==> src/hw/rtl/lpsc_pkg.sv <==
package lpsc_pkg;

  localparam int BYTE_W = 8;
  localparam int CAP_W = 24;
  localparam int LEN_W = 32;
  localparam int CODE_W = 2;
  localparam int CNT_W = 3;
  localparam int START_CODE_LEN = 4;

  // register indexes
  localparam logic REG_LENGTH_CODE = 1'b0;
  localparam logic REG_OUT_CAPACITY = 1'b1;

  // prefix width codes
  localparam logic [CODE_W-1:0] LC_1BYTE = 2'd0;
  localparam logic [CODE_W-1:0] LC_2BYTE = 2'd1;
  localparam logic [CODE_W-1:0] LC_4BYTE = 2'd2;

  typedef enum logic [1:0] {
    ST_OK    = 2'd0,
    ST_TRUNC = 2'd1,
    ST_OVFL  = 2'd2
  } status_t;

  // results caused by one input item
  typedef struct packed {
    logic [CNT_W-1:0]  cnt;    // number of results, 0..4
    logic              sc;     // results are the start code
    logic [BYTE_W-1:0] data;   // payload byte
    logic              bv;     // byte carries data
    logic              last;   // final result closes the access unit
    status_t           status;
    logic [CAP_W-1:0]  total;
  } grp_t;

endpackage

==> src/hw/rtl/lpsc_core.sv <==
module lpsc_core (
  input  logic                           clk,
  input  logic                           rst_n,
  input  logic                           step,
  input  logic [lpsc_pkg::BYTE_W-1:0]    step_byte,
  input  logic                           step_last,
  input  logic [lpsc_pkg::CODE_W-1:0]    length_code,
  input  logic [lpsc_pkg::CAP_W-1:0]     out_capacity,
  output lpsc_pkg::grp_t                 grp
);

  logic                          inp_r, inp_nxt;
  logic [1:0]                    pc_r, pc_nxt;
  logic [lpsc_pkg::LEN_W-1:0]    acc_r, acc_nxt;
  logic [lpsc_pkg::LEN_W-1:0]    pl_r, pl_nxt;
  logic [lpsc_pkg::CAP_W-1:0]    wc_r, wc_nxt;
  logic                          ovf_r, ovf_nxt;

  logic [lpsc_pkg::CAP_W-1:0]    space;
  logic [lpsc_pkg::CAP_W-1:0]    space_after_sc;
  logic [lpsc_pkg::LEN_W-1:0]    acc;
  logic                          prefix_done;

  assign space = (out_capacity > wc_r) ? (out_capacity - wc_r) : '0;
  assign space_after_sc = space - lpsc_pkg::CAP_W'(lpsc_pkg::START_CODE_LEN);
  assign acc = {acc_r[lpsc_pkg::LEN_W-lpsc_pkg::BYTE_W-1:0], step_byte};

  always_comb begin
    unique case (length_code)
      lpsc_pkg::LC_1BYTE: prefix_done = 1'b1;
      lpsc_pkg::LC_2BYTE: prefix_done = (pc_r != 2'd0);
      default:            prefix_done = (pc_r == 2'd3);
    endcase
  end

  always_comb begin
    inp_nxt = inp_r;
    pc_nxt  = pc_r;
    acc_nxt = acc_r;
    pl_nxt  = pl_r;
    wc_nxt  = wc_r;
    ovf_nxt = ovf_r;
    grp     = '0;
    grp.status = lpsc_pkg::ST_OK;

    if (!ovf_r) begin
      if (inp_r) begin
        if (space == '0) begin
          ovf_nxt = 1'b1;
        end else begin
          grp.cnt  = lpsc_pkg::CNT_W'(1);
          grp.data = step_byte;
          grp.bv   = 1'b1;
          wc_nxt   = wc_r + lpsc_pkg::CAP_W'(1);
          pl_nxt   = pl_r - lpsc_pkg::LEN_W'(1);
          if (pl_r == lpsc_pkg::LEN_W'(1)) begin
            inp_nxt = 1'b0;
          end
        end
      end else if (prefix_done) begin
        acc_nxt = '0;
        pc_nxt  = '0;
        if (space < lpsc_pkg::CAP_W'(lpsc_pkg::START_CODE_LEN)) begin
          ovf_nxt = 1'b1;
        end else begin
          grp.cnt = lpsc_pkg::CNT_W'(lpsc_pkg::START_CODE_LEN);
          grp.sc  = 1'b1;
          grp.bv  = 1'b1;
          wc_nxt  = wc_r + lpsc_pkg::CAP_W'(lpsc_pkg::START_CODE_LEN);
          if (acc > lpsc_pkg::LEN_W'(space_after_sc)) begin
            ovf_nxt = 1'b1;
          end else if (acc != '0) begin
            inp_nxt = 1'b1;
            pl_nxt  = acc;
          end
        end
      end else begin
        acc_nxt = acc;
        pc_nxt  = pc_r + 2'd1;
      end
    end

    if (step_last) begin
      if (ovf_nxt) begin
        grp.status = lpsc_pkg::ST_OVFL;
      end else if (inp_nxt || pc_nxt != 2'd0) begin
        grp.status = lpsc_pkg::ST_TRUNC;
      end else begin
        grp.status = lpsc_pkg::ST_OK;
      end
      if (grp.cnt == '0) begin
        grp.cnt  = lpsc_pkg::CNT_W'(1);
        grp.bv   = 1'b0;
        grp.data = '0;
      end
      grp.last  = 1'b1;
      grp.total = wc_nxt;
      inp_nxt = 1'b0;
      pc_nxt  = '0;
      acc_nxt = '0;
      pl_nxt  = '0;
      wc_nxt  = '0;
      ovf_nxt = 1'b0;
    end
  end

  always_ff @(posedge clk) begin
    if (!rst_n) begin
      inp_r <= 1'b0;
      pc_r  <= '0;
      acc_r <= '0;
      pl_r  <= '0;
      wc_r  <= '0;
      ovf_r <= 1'b0;
    end else if (step) begin
      inp_r <= inp_nxt;
      pc_r  <= pc_nxt;
      acc_r <= acc_nxt;
      pl_r  <= pl_nxt;
      wc_r  <= wc_nxt;
      ovf_r <= ovf_nxt;
    end
  end

endmodule

==> src/hw/rtl/length_prefixed_to_start_code_units_unit.sv <==
// Converts length-prefixed NAL units (1, 2 or 4 byte big-endian prefix) into
// start-code form (00 00 00 01). Each input item passes an input register,
// one pass of conversion logic and a result register that holds the up to
// four results it causes. Payload bytes flow at one item per cycle while the
// output accepts them; a byte that completes a prefix and fits in the output
// capacity holds the result register until the four start code bytes are taken,
// so the next item waits; other prefix bytes give no result. The last result of
// each access unit carries status and output byte count; an access unit that
// ends with no result this step gets a status-only item.
module length_prefixed_to_start_code_units_unit (
  input  logic                          clk,
  input  logic                          rst_n,
  input  logic                          in_valid,
  output logic                          in_ready,
  input  logic [lpsc_pkg::BYTE_W-1:0]   in_byte,
  input  logic                          in_unit_last,
  output logic                          out_valid,
  input  logic                          out_ready,
  output logic [lpsc_pkg::BYTE_W-1:0]   out_byte,
  output logic                          out_byte_valid,
  output logic                          out_run_last,
  output logic [1:0]                    out_status,
  output logic [lpsc_pkg::CAP_W-1:0]    out_total_bytes,
  input  logic                          cfg_wen,
  input  logic                          cfg_index,
  input  logic [lpsc_pkg::CAP_W-1:0]    cfg_wdata
);

  logic [lpsc_pkg::CODE_W-1:0]  length_code_r;
  logic [lpsc_pkg::CAP_W-1:0]   out_capacity_r;

  logic                         iv_r;
  logic [lpsc_pkg::BYTE_W-1:0]  ibyte_r;
  logic                         ilast_r;

  lpsc_pkg::grp_t               grp_r, grp_nxt, step_grp;
  logic                         grp_free;
  logic                         move;
  logic                         out_fire;

  assign out_fire = out_valid && out_ready;
  assign grp_free = (grp_r.cnt == '0) ||
                    (grp_r.cnt == lpsc_pkg::CNT_W'(1) && out_ready);
  assign move     = iv_r && grp_free;
  assign in_ready = !iv_r || move;

  always_ff @(posedge clk) begin
    if (!rst_n) begin
      length_code_r  <= lpsc_pkg::LC_4BYTE;
      out_capacity_r <= '1;
    end else if (cfg_wen) begin
      unique case (cfg_index)
        lpsc_pkg::REG_LENGTH_CODE:  length_code_r <= cfg_wdata[lpsc_pkg::CODE_W-1:0];
        lpsc_pkg::REG_OUT_CAPACITY: out_capacity_r <= cfg_wdata;
      endcase
    end
  end

  always_ff @(posedge clk) begin
    if (!rst_n) begin
      iv_r <= 1'b0;
    end else if (in_ready) begin
      iv_r <= in_valid;
    end
  end

  always_ff @(posedge clk) begin
    if (in_ready && in_valid) begin
      ibyte_r <= in_byte;
      ilast_r <= in_unit_last;
    end
  end

  lpsc_core u_core (
    .clk          (clk),
    .rst_n        (rst_n),
    .step         (move),
    .step_byte    (ibyte_r),
    .step_last    (ilast_r),
    .length_code  (length_code_r),
    .out_capacity (out_capacity_r),
    .grp          (step_grp)
  );

  always_comb begin
    grp_nxt = grp_r;
    if (move) begin
      grp_nxt = step_grp;
    end else if (out_fire) begin
      grp_nxt.cnt = grp_r.cnt - lpsc_pkg::CNT_W'(1);
    end
  end

  always_ff @(posedge clk) begin
    if (!rst_n) begin
      grp_r <= '0;
    end else begin
      grp_r <= grp_nxt;
    end
  end

  assign out_valid       = (grp_r.cnt != '0);
  assign out_run_last    = grp_r.last && (grp_r.cnt == lpsc_pkg::CNT_W'(1));
  assign out_byte_valid  = grp_r.bv;
  assign out_byte        = grp_r.sc ?
                           ((grp_r.cnt == lpsc_pkg::CNT_W'(1)) ? 8'h01 : 8'h00) :
                           grp_r.data;
  assign out_status      = out_run_last ? grp_r.status : lpsc_pkg::ST_OK;
  assign out_total_bytes = out_run_last ? grp_r.total : '0;

  a_grp_cnt_range: assert property (@(posedge clk) disable iff (!rst_n)
    grp_r.cnt <= lpsc_pkg::CNT_W'(lpsc_pkg::START_CODE_LEN))
    else $error("result count out of range");

  a_status_only_is_last: assert property (@(posedge clk) disable iff (!rst_n)
    (out_valid && !out_byte_valid) |-> out_run_last)
    else $error("status-only item not last of access unit");

  a_held_item_kept: assert property (@(posedge clk) disable iff (!rst_n)
    (iv_r && !move) |=> (iv_r && $stable(ibyte_r) && $stable(ilast_r)))
    else $error("pending item lost");

  a_drain_empty: assert property (@(posedge clk) disable iff (!rst_n)
    (out_fire && grp_r.cnt == lpsc_pkg::CNT_W'(1) && !move) |=> !out_valid)
    else $error("result repeated after last of group");

endmodule
==> config.mk <==
export PLATFORM = sky130hd
export DESIGN_NAME = length_prefixed_to_start_code_units_unit
export DESIGN_NICKNAME = d
export VERILOG_FILES = /design/src/hw/rtl/lpsc_pkg.sv /design/src/hw/rtl/lpsc_core.sv /design/src/hw/rtl/length_prefixed_to_start_code_units_unit.sv
export SDC_FILE = /design/constraint.sdc
export NUM_CORES = 1
export LEC_CHECK = 0
export ABC_AREA = 1
export BUFFER_PORTS_ARGS = -buffer_cell sky130_fd_sc_hd__buf_2
export CAP_MARGIN = 40
export CORE_MARGIN = 4
export CORE_UTILIZATION = 40
export CTS_BUF_LIST = sky130_fd_sc_hd__clkbuf_8
export DETAILED_ROUTE_END_ITERATION = 10
export PLACE_DENSITY = 0.64
export SLEW_MARGIN = 20
export SYNTH_ARGS = -nofsm -noshare
export SYNTH_HDL_FRONTEND = slang
export SYNTH_SLANG_ARGS = --single-unit
==> constraint.sdc <==
create_clock -name clk -period 5.41 [get_ports clk]
set_input_delay 1.082 -clock clk [delete_from_list [all_inputs] [get_ports clk]]
set_output_delay 1.082 -clock clk [all_outputs]
set_load 0.02 [all_outputs]
==> summary.txt, run 1 <==
Global routing
  – First-pass GRT wire length: 54.00 mm
  – Antenna violations before repair: 0
  – GR Util All Layers: 21.36%
  – Largest net degree at the start of global routing: 69
  – Remaining Overflow, GRT: 0
  – Vias in the first global route: 10700

Setup path
  – Slowest cell on crit path: ha_2
  – Critical Path Max Stage Delay: 0.41 ns
  – Critical path's top delay family: simple AND/OR/NAND/NOR gates
  – FF-to-FF path depth: 27
  – Data arrival, critical path: 5.31 ns
  – Worst EP required: 5.80 ns
  – Cell mode on critical path: nand2_1
  – CP Class: reg2reg
  – Max FO, Critical Path: 44
  – CP endpoint kind: flip-flop
  – Startpoint types: flip-flop
  – CP bufs+invs: 3
  – Crit. path cell count: 27

Routing
  – 1st-pass router iterations: 6
  – Via count: 11600
  – Drt via density: 5.161
  – Starting DRC count in detailed routing: 855
  – DRT Wirelength: 33.41 mm
  – Drt drc: 0
  – Routed wire length per instance: 14.86 um
  – Routed Antenna Nets: 0

Die
  – Area of the core: 27780 um^2
  – Starting Density: 40.61%
  – Die W: 175.9 um
  – DIE AREA: 30960 um^2
  – Row count: 61
  – Die height: 175.9 um
  – I/O pin cnt: 77

Logic synthesis
  – Synth cell types: 52
  – Flops & latches, synth: 160
  – Largest area contributor in the netlist: dfxtp_1
  – Asr flop ratio synth: 0%
  – Sequential area share after synthesis: 29.19%
  – Cells after Synth: 1803
  – Syn Std Cell Area: 11280 um^2
  – Mapped Nets: 1902
  – Synth warnings: 0
  – Number of enable flip-flop cells after synthesis: 9
  – Share of the synthesized area in the top cell type: 26.79%
  – Top cells by area, synth: dfxtp_1 (27%), nand2_1 (18%), inv_1 (8.5%)
  – Synthesized area per cell: 6.257 um^2
  – Ys flop type: dfxtp_1

Worst hold path
  – Hold path cells: 2
  – Hold Path Class: reg2reg

Layout
  – Ratio of cells with drive above 1 in the final layout: 10.37%
  – FILL cells: 3007
  – Area Growth Syn to Fin: 10.69%
  – Final cell count without fillers: 2248
  – Antenna cell count: 0
  – Nets: 1959
  – Final Util: 44.95%

Timing
  – Worst-Margin Slew: 0.8233 ns
  – Min Tclk post-route: 4.916 ns
  – Fmax: 203.4 MHz
  – Endpoints failing setup: 0
  – Slew HR: 44.53%
  – Skew final: 0.01603 ns
  – Slew Viols, Final: 0
  – Period utilisation layout: 90.87%
  – Hold Violations, Final: 0
  – Setup TNS: 0 ns

Placed design
  – Buffers on Ports: 76
  – Post-DP HPWL: 25.31 mm
  – Routability cong.: 0.9813
  – DP Cell Count: 2217

Clock tree
  – Root buffer cell: clkbuf_8
  – Max Root-Sink Buffers: 2
  – Post-CTS setup buffer count: 0
  – CTS tree: done
  – Hold_buf cts: 0
  – Num CTS Buffers: 17
  – Clock latency on the worst-skew pair: 0.47 ns
  – CTS H-tree lvls: 4
  – Clk sinks: 160
  – Clk slew on worst S/H paths: 0.09 ns

Outcome
  – Run status: completed

Power and ir drop
  – Leak: 5.523 nW
  – Worst IR drop on VDD: 0.2410 mV
  – P per Cell Area: 292.3 nW/um^2

Job
  – Max-cap viol count: 0
-- metrics by stage --
step,cell area [um^2],total power [mW],setup WS (ns),hold slack (ns)
2_1_floorplan,11280,2.420,0.7626,0.4376
3_3_place_gp,12000,2.736,0.2119,0.4529
3_5_place_dp,12020,2.763,0.03385,0.4555
4_1_cts,12400,3.648,0.1824,0.4685
5_1_grt,12490,3.915,-0.0006879,0.4870
6_report,12490,3.650,0.4939,0.4679
-- layout make-up --
class,count,area [um^2],area share (%)
inverter,258,968.4,7.755
tap,378,473.0,3.787
clock inverter,10,115.1,0.9218
timing repair buffer,96,570.5,4.569
multi-input combinational,1327,6804,54.48
clock buffer,19,261.5,2.094
sequential,160,3296,26.39
-- report_power, final --
part | leakage (nW) | total [mW] | internal [mW] | switching (mW)
clock network | 0.185 | 0.882 | 0.425 | 0.457
registers | 1.32 | 1.42 | 1.30 | 0.120
logic | 4.02 | 1.35 | 0.445 | 0.906
total | 5.52 | 3.65 | 2.17 | 1.48
-- sequential cells by signal, summed over array words and instances, names as in the netlist --
register,flops
grp_r,39
u_core.pl_r,32
out_capacity_r,24
u_core.acc_r,24
u_core.wc_r,24
ibyte_r,8
length_code_r,2
u_core.pc_r,2
ilast_r,1
iv_r,1
out_byte_valid,1
u_core.inp_r,1
u_core.ovf_r,1
-- metal layers --
layer / share of wire, % / global-route usage (%)
met1: 46 / 28.64
met2: 47 / 35.38
met3: 4.9 / 3.126
met4: 2.8 / 7.245
met5: 0 / 0
-- final timing paths --
kind / start / endpoint / slack, ns
max: u_core.wc_r[12] / u_core.pl_r[15] / 0.49
min: grp_r[7] / grp_r[7] / 0.47
max reg2reg: u_core.wc_r[12] / u_core.pl_r[15] / 0.49
min reg2reg: grp_r[7] / grp_r[7] / 0.47
-- timing repair --
item,4_1_cts,5_1_grt
resized for setup,1,14
pin swaps,0,1
setup endpoints to repair,1,34
-- Yosys cell counts (6+ instances only) --
master      n
a211oi_1    6
a21oi_1   152
a22oi_1     7
a31oi_1     9
clkbuf_1   43
dfxtp_1   151
edfxtp_1    9
ha_1       59
inv_1     255
nand2_1   529
nand2_2    16
nand3_1   124
nand3b_1   12
nand4_1    33
nor2_1    173
nor2_2      8
nor3_1     25
nor4_1     17
o21ai_0    45
o21ai_1    29
xnor2_1    14
xor2_1     21
-- layout by cell type (no fill, tap or decap), types with 23 or more instances in the layout --
master,n
nand2_1,529
inv_1,253
nor2_1,170
a21oi_1,151
dfxtp_1,149
nand3_1,124
buf_2,76
ha_1,55
o21ai_0,45
nand4_1,33
o21ai_1,29
nor3_1,23
-- cell families (layout without fill, tap and decap cells) --
logic type               count (synthesis)  in the layout  synth area share (%)
XOR/XNOR                                36             36                 2.861
AO/OA/AOI/OAI                          274            274                 13.54
buffers and inverters                  316            383                 11.03
flip-flops                             160            160                 29.19
AND/OR/NAND/NOR                        957            957                 36.65
adder cells (fa/ha/maj)                 60             60                 6.721
-- worst reg2reg max path: stages, from the launching register on --
cell	delay [ns]
dfxtp_1	0.39
inv_1	0.14
ha_2	0.41
nand2_1	0.13
nor2_2	0.17
nand2_1	0.11
nor2_4	0.13
nand2_2	0.13
nand2_4	0.13
nor3_2	0.05
inv_1	0.09
ha_1	0.22
nand2_2	0.10
nor2_2	0.22
nand2_1	0.13
nor3_2	0.17
nand2_1	0.09
xor2_1	0.16
ha_1	0.30
nand4_1	0.20
nor4_4	0.31
nand4_1	0.11
nand2_1	0.16
o211ai_4	0.12
a21oi_4	0.16
buf_12	0.23
o21ai_0	0.12
a31oi_1	0.17
No activity file was read; power rests on OpenSTA's default activity.
==> inputs of run 2 (changes only) <==
--- a/config.mk
+++ b/config.mk
@@ -13,2 +13,3 @@
 export CTS_BUF_LIST = sky130_fd_sc_hd__clkbuf_8
+export CTS_CLUSTER_SIZE = 30
 export DETAILED_ROUTE_END_ITERATION = 10
==> constraint.sdc (replaced) <==
create_clock -name clk -period 5.33 [get_ports clk]
set_input_delay 0 -clock clk [delete_from_list [all_inputs] [get_ports clk]]
set_output_delay 0 -clock clk [all_outputs]
set_load 0.02 [all_outputs]
==> run 2 against run 1 <==
Net effect: fmax fell by 0.18%; first-iteration DRC count shrank 5.8%; utilization grew 1.9 points; global-route usage is 1.0 points higher; final cell count grew 2.3%; worst hold slack worse by 0.43 ns; clock power rose by 5.9%; via count rose by 2.9%; final area increased by 4.2%; sequential power is essentially flat; clock skew about the same; count of clock-buffer cells in the layout increased by 1; largest power group unchanged.
==> summary.txt, run 2 (same netlist as run 1, synthesis figures left out) <==
Outcome
  – Run status: completed

Clock tree
  – Clock latency on the worst-skew pair: 0.48 ns
  – CTS tree: done
  – Num CTS Buffers: 17
  – Root buffer cell: clkbuf_8
  – Clk sinks: 160
  – CTS H-tree lvls: 4
  – Post-CTS setup buffer count: 0
  – Max Root-Sink Buffers: 2
  – Clk slew on worst S/H paths: 0.10 ns

Layout
  – Leading cell type in the layout, fill and taps excluded: nand2_1
  – Biggest regs: grp_r x39, u_core.pl_r x32
  – Register area: 3297 um^2
  – Antenna cell count: 0
  – Nets: 2008
  – Biggest register: grp_r
  – Commonest cells after routing, fill and taps aside: nand2_1 (528), inv_1 (253), nor2_1 (170)
  – Fin area: 13020 um^2
  – Ratio of cells with drive above 1 in the final layout: 10.98%
  – FILL cells: 2943
  – Number of flip-flops in the largest register: 39
  – Area Growth Syn to Fin: 15.37%
  – Multi-input gate area: 6823 um^2

Setup path
  – Data arrival, critical path: 5.33 ns
  – CP Class: reg2reg
  – FF-to-FF path depth: 31
  – Slowest cell on crit path: dfxtp_1
  – Startpoint types: flip-flop
  – Reg-to-Reg Start: u_core.wc_r[10]
  – Cell mode on critical path: nand2_1
  – Worst EP required: 5.73 ns
  – Reg2Reg Setup Slack: 0.40 ns
  – CP endpoint kind: flip-flop
  – Critical Path Max Stage Delay: 0.38 ns
  – Max FO, Critical Path: 22
  – RR Endpoint: u_core.pl_r[27]

Global routing
  – First-pass GRT wire length: 56.57 mm
  – Antenna violations before repair: 0
  – GR Util All Layers: 22.39%
  – Largest net degree at the start of global routing: 69
  – Vias in the first global route: 11050
  – Remaining Overflow, GRT: 0

Power and ir drop
  – Internal power: 2.216 mW
  – Sw frac: 41.50%
  – Worst IR drop on VDD: 0.2063 mV
  – Gate power share: 37.3%
  – P per Cell Area: 291.0 nW/um^2
  – Psw: 1.572 mW
  – Clock power share: 24.7%
  – Sequential fraction of design power: 38.0%
  – Leak: 5.762 nW

Timing
  – Endpoints failing setup: 0
  – Period utilisation layout: 92.40%
  – Fmax: 203.0 MHz
  – Skew final: 0.01596 ns
  – Hold Violations, Final: 0
  – Worst setup margin: 0.4048 ns
  – RSZ-0062 raised after global routing: false
  – Setup TNS: 0 ns
  – Worst-Margin Slew: 0.7783 ns
  – Min Tclk post-route: 4.925 ns
  – Slew Viols, Final: 0
  – Slew HR: 48.04%

Die
  – Area of the core: 27780 um^2
  – Starting Density: 40.61%
  – Die W: 175.9 um
  – Row count: 61
  – DIE AREA: 30960 um^2
  – Die height: 175.9 um
  – I/O pin cnt: 77

Placed design
  – Post-DP HPWL: 26.16 mm
  – Dpl cell area: 12120 um^2
  – Routability cong.: 0.9680
  – DP Worst Slack: 0.07065 ns
  – Buffers on Ports: 76

Job
  – Max-cap viol count: 0

Worst hold path
  – Hold EP: out_capacity_r[8]
  – Hold_sp: cfg_wen
  – Hold Path Class: in2reg
  – Hold path cells: 5

Routing
  – Drt via density: 5.188
  – Drt drc: 0
  – Routed wire length per instance: 15.30 um
  – 1st-pass router iterations: 9
  – Routed Antenna Nets: 0
  – Via count: 11930
  – Starting DRC count in detailed routing: 805
  – DRT Wirelength: 35.19 mm
[run 2: cell types whose count changed in the layout (fill, tap and decap cells not counted), sizes merged]
| cell | previous run | this run |
|---|---|---|
| buf | 96 | 106 |
| clkinvlp | 3 | 2 |
| dlygate4sd3 | 0 | 38 |
| inv | 255 | 259 |
| clkbuf | 19 | 21 |
| bufinv | 2 | 1 |
[run 2: worst max-delay path, delay by kind of cell, from the launching register on]
family | cells | cell delay, ns
AOI/OAI and AO/OA | 4 | 0.64
adders and majority gates | 3 | 0.90
xor gates and xnor gates | 1 | 0.15
buffers and inverters | 5 | 0.63
DFF | 1 | 0.38
and+or+nand+nor | 18 | 2.13
[run 2: through the flow]
step | util [%] | power, mW | std cells | hold WS, ns
floorplan | - | 2.456 | 1803 | 0.09887
global placement | 43.43 | 2.788 | 2224 | 0.1781
detailed placement | 43.63 | 2.821 | 2228 | 0.1781
CTS | 46.44 | 3.769 | 2298 | 0.008349
global route | 46.85 | 4.044 | 2300 | 0.06883
finish | 46.85 | 3.788 | 2300 | 0.03925
[run 2: routing by layer]
layer | track usage [%] | up-vias | wire, um
met1 | 30.30 | 5502 | 15910
met3 | 2.891 | 67 | 1897
met4 | 7.147 | 0 | 981
li1 | - | 6032 | -
met5 | 0 | - | 0
met2 | 37.26 | 332 | 16400
[run 2: power by group through the flow]
stage                     registers [mW]  logic (mW)  clock network, mW
after floorplan                     1.42        1.04                  0
after global placement              1.46        1.33                  0
after detailed placement            1.46        1.36                  0
after CTS                           1.44        1.39              0.947
after global routing                1.45        1.60              0.994
final                               1.44        1.41              0.934
[run 2: how the worst max path moves through the flow]
stage,from,depth (start not counted),end,slack [ns]
finish,u_core.wc_r[10],31,u_core.pl_r[27],0.40
global route,out_capacity_r[0],29,u_core.pl_r[27],0.008
CTS,u_core.wc_r[17],29,u_core.pl_r[1],0.03
detailed placement,u_core.wc_r[17],29,u_core.pl_r[1],0.07
global placement,u_core.wc_r[4],28,u_core.pl_r[6],0.24
floorplan,u_core.wc_r[2],30,u_core.pl_r[0],0.68
[run 2: layout make-up]
type / instances / share of cell area [%]
clock buffers: 20 / 2.115
repair buffers: 145 / 8.103
clock inverters: 12 / 0.9613
flip-flops and latches: 160 / 25.33
multi-input cells: 1327 / 52.42
well taps: 378 / 3.634
inverters: 258 / 7.440
[run 2: repair_timing]
item,in CTS,in global routing
hold endpoints to repair,36,0
endpoints found under the setup margin,0,35
hold buffers,38,0
gates resized for setup,0,19
==> inputs of run 3 (changes only) <==
- GPL_TIMING_DRIVEN: unset -> 0
- PLACE_DENSITY: 0.64 -> unset
- PLACE_DENSITY_LB_ADDON: unset -> 0.15
==> run 3 against run 2 <==
Net effect: non-clock buffer count increased by 42; largest power group is now combinational logic; fmax decreased by 1.9%; sequential power barely moved; utilization rose by 0.89 points; final cell count grew 1.8%; highest routed layer unchanged; combinational power rose by 5%; clock skew is 0.0084 ns higher; clock power decreased by 3.9%.
==> summary.txt, run 3 (same netlist as run 1, synthesis figures left out) <==
Routing
  – Drt drc: 0
  – 1st-pass router iterations: 7
  – Starting DRC count in detailed routing: 898
  – Routed wire length per instance: 15.86 um
  – DRT Wirelength: 37.16 mm
  – Drt via density: 5.107
  – Routed Antenna Nets: 0
  – Via count: 11960

Setup path
  – Startpoint types: flip-flop
  – Worst EP required: 5.75 ns
  – Slowest cell on crit path: dfxtp_2
  – Max FO, Critical Path: 10
  – Cell mode on critical path: nand2_1
  – CP Class: reg2reg
  – Critical Path Max Stage Delay: 0.36 ns
  – CP endpoint kind: flip-flop
  – Data arrival, critical path: 5.44 ns

Clock tree
  – CTS H-tree lvls: 4
  – Clock latency on the worst-skew pair: 0.48 ns
  – Max Root-Sink Buffers: 2
  – Clk slew on worst S/H paths: 0.10 ns
  – Num CTS Buffers: 17
  – CTS tree: done
  – Root buffer cell: clkbuf_8
  – Clk sinks: 160

Die
  – I/O pin cnt: 77
  – Starting Density: 40.61%
  – Die height: 175.9 um
  – Row count: 61
  – Die W: 175.9 um
  – Area of the core: 27780 um^2
  – DIE AREA: 30960 um^2

Timing
  – Min Tclk post-route: 5.018 ns
  – Slew Viols, Final: 0
  – Period utilisation layout: 94.15%
  – Hold Violations, Final: 0
  – Setup TNS: 0 ns
  – Slew HR: 46.88%
  – Fmax: 199.3 MHz
  – Worst-Margin Slew: 0.7885 ns
  – Final Hold Slack: 0.07664 ns
  – Skew final: 0.02438 ns
  – Endpoints failing setup: 0

Placed design
  – Post-DP HPWL: 28.62 mm
  – Routability cong.: 0.9364
  – Dpl cell area: 12130 um^2
  – Buffers on Ports: 75

Layout
  – Biggest register: grp_r
  – Fin area: 13260 um^2
  – Commonest cells after routing, fill and taps aside: nand2_1 (526), inv_1 (249), nor2_1 (173)
  – Nets: 2050
  – Biggest regs: grp_r x39, u_core.pl_r x32
  – Area Growth Syn to Fin: 17.57%
  – Number of flip-flops in the largest register: 39
  – Ratio of cells with drive above 1 in the final layout: 11.86%
  – Leading cell type in the layout, fill and taps excluded: nand2_1
  – Antenna cell count: 0

Power and ir drop
  – Clock power share: 23.5%
  – P per Cell Area: 287.9 nW/um^2
  – Sequential fraction of design power: 37.7%
  – Internal power: 2.191 mW
  – Psw: 1.627 mW
  – Worst IR drop on VDD: 0.1669 mV
  – Pwr Total: 3.818 mW
  – Gate power share: 38.8%
  – Leak: 5.776 nW
  – Sw frac: 42.61%

Global routing
  – GR Util All Layers: 23.64%
  – Remaining Overflow, GRT: 0
  – First-pass GRT wire length: 58.55 mm
  – Antenna violations before repair: 0
  – Vias in the first global route: 11070
  – Largest net degree at the start of global routing: 17

Outcome
  – Run status: completed

Job
  – Max-cap viol count: 0

Worst hold path
  – Hold Path Class: in2reg
==> run 3: final timing paths <==
| path | startpoint | to | slack (ns) | cells past startpoint |
|---|---|---|---|---|
| worst max-delay path | u_core.wc_r[19] | u_core.pl_r[23] | 0.31 | 34 |
| worst max register to register | u_core.wc_r[19] | u_core.pl_r[23] | 0.31 | 34 |
| worst min-delay path | out_ready | iv_r | 0.08 | 6 |
| worst min register to register | grp_r[16] | grp_r[16] | 0.47 | 2 |
==> run 3: timing repair <==
item | in CTS | in global routing
setup endpoints to repair | 34 | 35
resized for setup | 18 | 48
cloned | 0 | 1
buffers inserted | 0 | 10
pin swaps | 1 | 10
endpoints found under the hold margin | 36 | 0
hold buffers | 41 | 0
==> run 3: final cells by class <==
cell class	instances	area (um^2)
inverter	258	968.4
tap	378	473.0
buffer	58	279.0
clock buffer	17	234.0
sequential	160	3317
fill	3003	14520
timing repair buffer	129	887.1
multi-input combinational	1327	6972
clock inverter	15	133.9
==> run 3: per-layer routing <==
| layer | vias up | track usage [%] | part of all wire (%) |
|---|---|---|---|
| met3 | 51 | 2.463 | 4.0 |
| met1 | 5508 | 31.15 | 45 |
| met2 | 296 | 41.37 | 49 |
| li1 | 6105 | - | - |
| met5 | - | 0 | 0 |
| met4 | 0 | 6.433 | 2.1 |
==> run 3: worst max-delay path: cells and delay by family, from the launching register on <==
kind	cells	cell delay [ns]
buffers and inverters	10	1.13
adders and majority gates	2	0.68
xor gates and xnor gates	1	0.16
DFF	1	0.36
AOI/OAI and AO/OA	6	1.07
and+or+nand+nor	15	1.55
==> run 3: per-stage QoR <==
| step | worst slack [ns] | instances | utilization, % |
|---|---|---|---|
| floorplan | 0.6826 | 1803 | - |
| global placement | -0.3880 | 2256 | 43.66 |
| detailed placement | -0.4138 | 2256 | 43.66 |
| CTS | 0.0006333 | 2329 | 46.69 |
| global route | -0.06536 | 2342 | 47.74 |
| finish | 0.3119 | 2342 | 47.74 |
==> run 3: power by group through the flow <==
| stage | Sequential (mW) | Clock [mW] | Combinational (mW) |
|---|---|---|---|
| 3_5_place_dp | 1.46 | 0 | 1.40 |
| 5_1_grt | 1.45 | 0.953 | 1.68 |
| 3_3_place_gp | 1.46 | 0 | 1.38 |
| 2_1_floorplan | 1.42 | 0 | 1.04 |
| 4_1_cts | 1.43 | 0.909 | 1.44 |
| 6_report | 1.44 | 0.898 | 1.48 |
